**config.mk**
```make
export PLATFORM = sky130hd
export DESIGN_NAME = tptq_cell
export DESIGN_NICKNAME = d
export VERILOG_FILES = /design/src/sv/tptq_pkg.sv /design/src/sv/tptq_cell.sv
export SDC_FILE = /design/constraint.sdc
export NUM_CORES = 1
export LEC_CHECK = 0
export ABC_AREA = 1
export BUFFER_PORTS_ARGS = -buffer_cell sky130_fd_sc_hd__buf_2
export CORE_AREA = 4 4 41 43
export CTS_CLUSTER_DIAMETER = 100
export CTS_CLUSTER_SIZE = 14
export DETAILED_ROUTE_END_ITERATION = 6
export DIE_AREA = 0 0 45 47
export GPL_ROUTABILITY_DRIVEN = 0
export HOLD_SLACK_MARGIN = 0.08
export PLACE_DENSITY = 0.48
export SETUP_SLACK_MARGIN = 0.5
export SLEW_MARGIN = 0
export SYNTH_ARGS = -nofsm -noshare
export SYNTH_HDL_FRONTEND = slang
export SYNTH_SLANG_ARGS = --single-unit
```
**constraint.sdc**
```tcl
create_clock -name clk_i -period 0.8 [get_ports clk_i]
set_input_delay 0.16 -clock clk_i [delete_from_list [all_inputs] [get_ports clk_i]]
set_output_delay 0.16 -clock clk_i [all_outputs]
set_load 0.01 [all_outputs]
```
**src/sv/tptq_pkg.sv**
```systemverilog
// Package for the timed priority task queue: sizes, codes and the ordering rule.
// No dependencies; used by every module of the block by scoped names.
package tptq_pkg;
  localparam int unsigned NumTasks = 16;
  localparam int unsigned IdBits   = 4;
  localparam int unsigned CntBits  = 5;
  localparam int unsigned TimeBits = 32;

  typedef logic [TimeBits-1:0] time_t;
  typedef logic [IdBits-1:0]   id_t;

  typedef enum logic [1:0] {
    ACT_SCHED  = 2'd0,
    ACT_PAUSE  = 2'd1,
    ACT_RESUME = 2'd2,
    ACT_TICK   = 2'd3
  } action_e;

  typedef enum logic [1:0] {
    PLACE_NONE    = 2'd0,
    PLACE_PENDING = 2'd1,
    PLACE_READY   = 2'd2
  } place_e;

  typedef enum logic [2:0] {
    ST_OK      = 3'd0,
    ST_INVALID = 3'd1,
    ST_ALREADY = 3'd2,
    ST_PENDING = 3'd3,
    ST_WAITING = 3'd4,
    ST_FIRED   = 3'd5
  } status_e;

  // Key carried by a list entry or by the task being inserted.
  typedef struct packed {
    time_t       due;
    logic [15:0] prio;
    logic [30:0] run;
  } key_t;

  // Command broadcast to the list cells, each gated by the walk position.
  typedef struct packed {
    logic shift_in;  // insert walk: hand the carried entry one place down
    logic shift_out; // removal walk: take the entry from the cell below
  } cell_cmd_t;

  function automatic logic later_than(time_t a, time_t b);
    time_t d;
    d = a - b;
    return (d != '0) && !d[TimeBits-1];
  endfunction

  // True when new task a goes before list entry b.
  function automatic logic ranks_above(key_t a, key_t b);
    logic res;
    if (a.due == b.due) begin
      res = $signed(a.prio) > $signed(b.prio);
    end else if (later_than(a.due, b.due)) begin
      res = !($signed(b.prio) >= $signed(a.prio) ||
              later_than(a.due, b.due + time_t'(b.run)));
    end else begin
      res = ($signed(a.prio) >= $signed(b.prio)) ||
            later_than(b.due, a.due + time_t'(a.run));
    end
    return res;
  endfunction
endpackage

```
**src/sv/tptq_cell.sv**
```systemverilog
// One place of the ordered ready list: holds a slot number and hands it on.
// Depends on tptq_pkg.
module tptq_cell (
  input  logic               clk_i,
  input  logic               rst_ni,
  input  tptq_pkg::cell_cmd_t cmd_i,
  input  logic               sel_i,   // this cell is the one acted on
  input  tptq_pkg::id_t      up_i,    // entry of the cell above
  input  tptq_pkg::id_t      down_i,  // entry of the cell below
  input  tptq_pkg::id_t      new_i,   // entry being placed
  output tptq_pkg::id_t      id_o
);
  tptq_pkg::id_t id_q, id_d;

  always_comb begin
    id_d = id_q;
    if (cmd_i.shift_in) begin
      if (sel_i) id_d = new_i;
      else       id_d = up_i;
    end else if (cmd_i.shift_out) begin
      id_d = down_i;
    end
  end

  always_ff @(posedge clk_i or negedge rst_ni) begin
    if (!rst_ni) id_q <= '0;
    else         id_q <= id_d;
  end

  assign id_o = id_q;
endmodule

```
==> out/qor.csv <==
metric,value,unit
cts_tree,built,
post-route-cell-area,444,sq um
drcViolationCount,0,
dieWidth,45,microns
totalWireLength,739,microns
grt_max_degree,6,
fmax,1100,MHz
path_cells,buf_2,
grt_pass1_wl,1220,microns
drive_gt1_share,50.7,%
place.port_buffers,20,
crit_family,flip-flops,
finalCriticalPeriod,0.906,ns
syn_nets,57,
critPathArrivalTime,0.75,ns
avgRoutedWirePerCell,9.01,microns
largest_reg_flops,4,
clock_latency,0.23,ns
start_util,19.4,%
nFillCells,157,
criticalPathCategory,register to output port,
place_area,372,sq um
cts_buffers,3,
synth_area_per_cell,6.32,sq um
rsz0062_at_grt,true,
vias,321,
syn_area,253,sq um
p_leak,0.263,nW
yosysWarnings,0,
period_share,113,%
path_depth,1,
die_y,47,microns
cts_max_level,1,
clockBufferDepth,2,
layout.core_utilization,34.1,%
tightest_slew,0.203,ns
antenna_left,0,
area_delta_synth_final,75.7,%
outcome,"finished, violations left",
crit_required,0.64,ns
slew_headroom,86.3,%
yosysSeqAreaShare,39.6,%
synth.distinct_cells,9,
root_buffer,clkbuf_4,
slew_viol_final,0,
critPathSlowestCell,dfrtp_1,
cts_num_sinks,4,
dpl.hpwl,618,microns
routed_via_density,3.91,
synth.ff_latch_count,4,
end_kind,output port,
fin_skew,0,ns
n_antenna_cell,0,
p_per_area,1500,nW/um^2
dieArea,2120,sq um
antenna_found_initial,0,
setup_viol,5,
rr_worst_depth,4,
grt.total_usage,8.56,%
violations,"negative hold slack, negative setup slack",
post-place-ws,0.0435,ns
fin_nets,86,
startpoint_type,register,
syn_inst,40,
hold_slack,-0.278,ns
finalHoldViolations,4,
placementRows,13,
crit_fanout,2,
io_pins,21,
first_pass_iters,4,
cp_slowest_stage_delay,0.37,ns
overflow,0,
drt_iter0_markers,6,
holdCritPathClass,primary input to async pin,
max_cap_viol_count,0,
grt_pass1_vias,328,
clkTransAtPathRegs,0.04,ns
layout_setup_ws,-0.106,ns
fp.coreArea,1300,sq um
critPathBufInv,1,
peakVddDrop,0.000978,V
-- Yosys cell counts --
| library cell | count | share of area [%] |
|---|---|---|
| inv_2 | 2 | 3.0 |
| dfrtp_1 | 4 | 40 |
| nor2_1 | 4 | 5.9 |
| nand2_2 | 1 | 2.5 |
| o21ai_0 | 4 | 7.9 |
| nand3_1 | 4 | 7.9 |
| inv_1 | 9 | 13 |
| a21oi_1 | 4 | 7.9 |
| nand2_1 | 8 | 12 |
-- stage by stage --
step / setup TNS, ns / hold WS [ns] / power [mW] / std cells
finish: -0.407 / -0.278 / 0.664 / 82
detailed placement: 0 / -0.0332 / 0.382 / 75
floorplan: 0 / -0.136 / 0.302 / 40
global placement: 0 / -0.0318 / 0.383 / 75
CTS: -0.445 / -0.287 / 0.663 / 81
global route: -0.586 / -0.280 / 0.731 / 82
-- cell type report --
type	instances	area (sq um)	area share (%)
inverters	11	41.3	9.30
repair buffers	24	134	30.1
well taps	15	18.8	4.23
flip-flops and latches	4	100	22.5
multi-input cells	25	128	28.7
clock buffers	3	22.5	5.07
-- report_power, final --
part	internal [mW]	leakage (nW)	switching (mW)
Clock	0.167	0.0138	0.0740
Combinational	0.0989	0.202	0.0885
Sequential	0.225	0.0471	0.0108
-- placed cells by master (no fill, tap or decap), types with 2 or more instances in the layout --
| cell | synthesis | layout |
|---|---|---|
| a21oi_1 | 4 | 3 |
| buf_2 | 0 | 20 |
| buf_4 | 0 | 3 |
| clkbuf_4 | 0 | 3 |
| dfrtp_1 | 4 | 4 |
| inv_1 | 9 | 9 |
| inv_2 | 2 | 2 |
| nand2_1 | 8 | 8 |
| nand3_1 | 4 | 4 |
| nor2_2 | 0 | 2 |
| o21ai_0 | 4 | 4 |
-- worst reg2reg max path, delay by kind of cell (launching register included) --
family | cells | cell delay [ns]
AOI/OAI and AO/OA | 1 | 0.03
buffers and inverters | 2 | 0.24
DFF | 1 | 0.36
and+or+nand+nor | 1 | 0.07
-- layer usage --
metal  up-vias  track usage, %  part of all wire, %
li1        177               -                    -
met1       132            8.97                   46
met2        12            13.3                   44
met3         0            7.28                   10
met4         0            1.75                    0
met5         -               0                    0
-- worst paths after layout --
path	startpoint	to	slack (ns)
hold / removal	rst_ni	id_o[2]$_DFFE_PN0P_	-0.28
setup / recovery	id_o[1]$_DFFE_PN0P_	id_o[1]	-0.11
setup reg to reg	id_o[3]$_DFFE_PN0P_	id_o[3]$_DFFE_PN0P_	-0.02
hold reg to reg	id_o[1]$_DFFE_PN0P_	id_o[1]$_DFFE_PN0P_	0.55
min in group clk_i	cmd_i[1]	id_o[1]$_DFFE_PN0P_	0.24
max in group asynchronous	rst_ni	id_o[1]$_DFFE_PN0P_	0.96
-- cell families after synthesis --
| logic type | synth area share (%) |
|---|---|
| AND/OR/NAND/NOR | 28.2 |
| AO/OA/AOI/OAI | 15.8 |
| flip-flops | 39.6 |
| buffers and inverters | 16.3 |
-- timing repair --
item                                    4_1_cts  5_1_grt
resized for setup                             1        5
endpoints found under the setup margin        8        8
endpoints found under the hold margin         4        4
setup buffers                                 3        1
cloned                                        0        0
pin swaps                                     0        1
(Power assumes the default switching activity.)
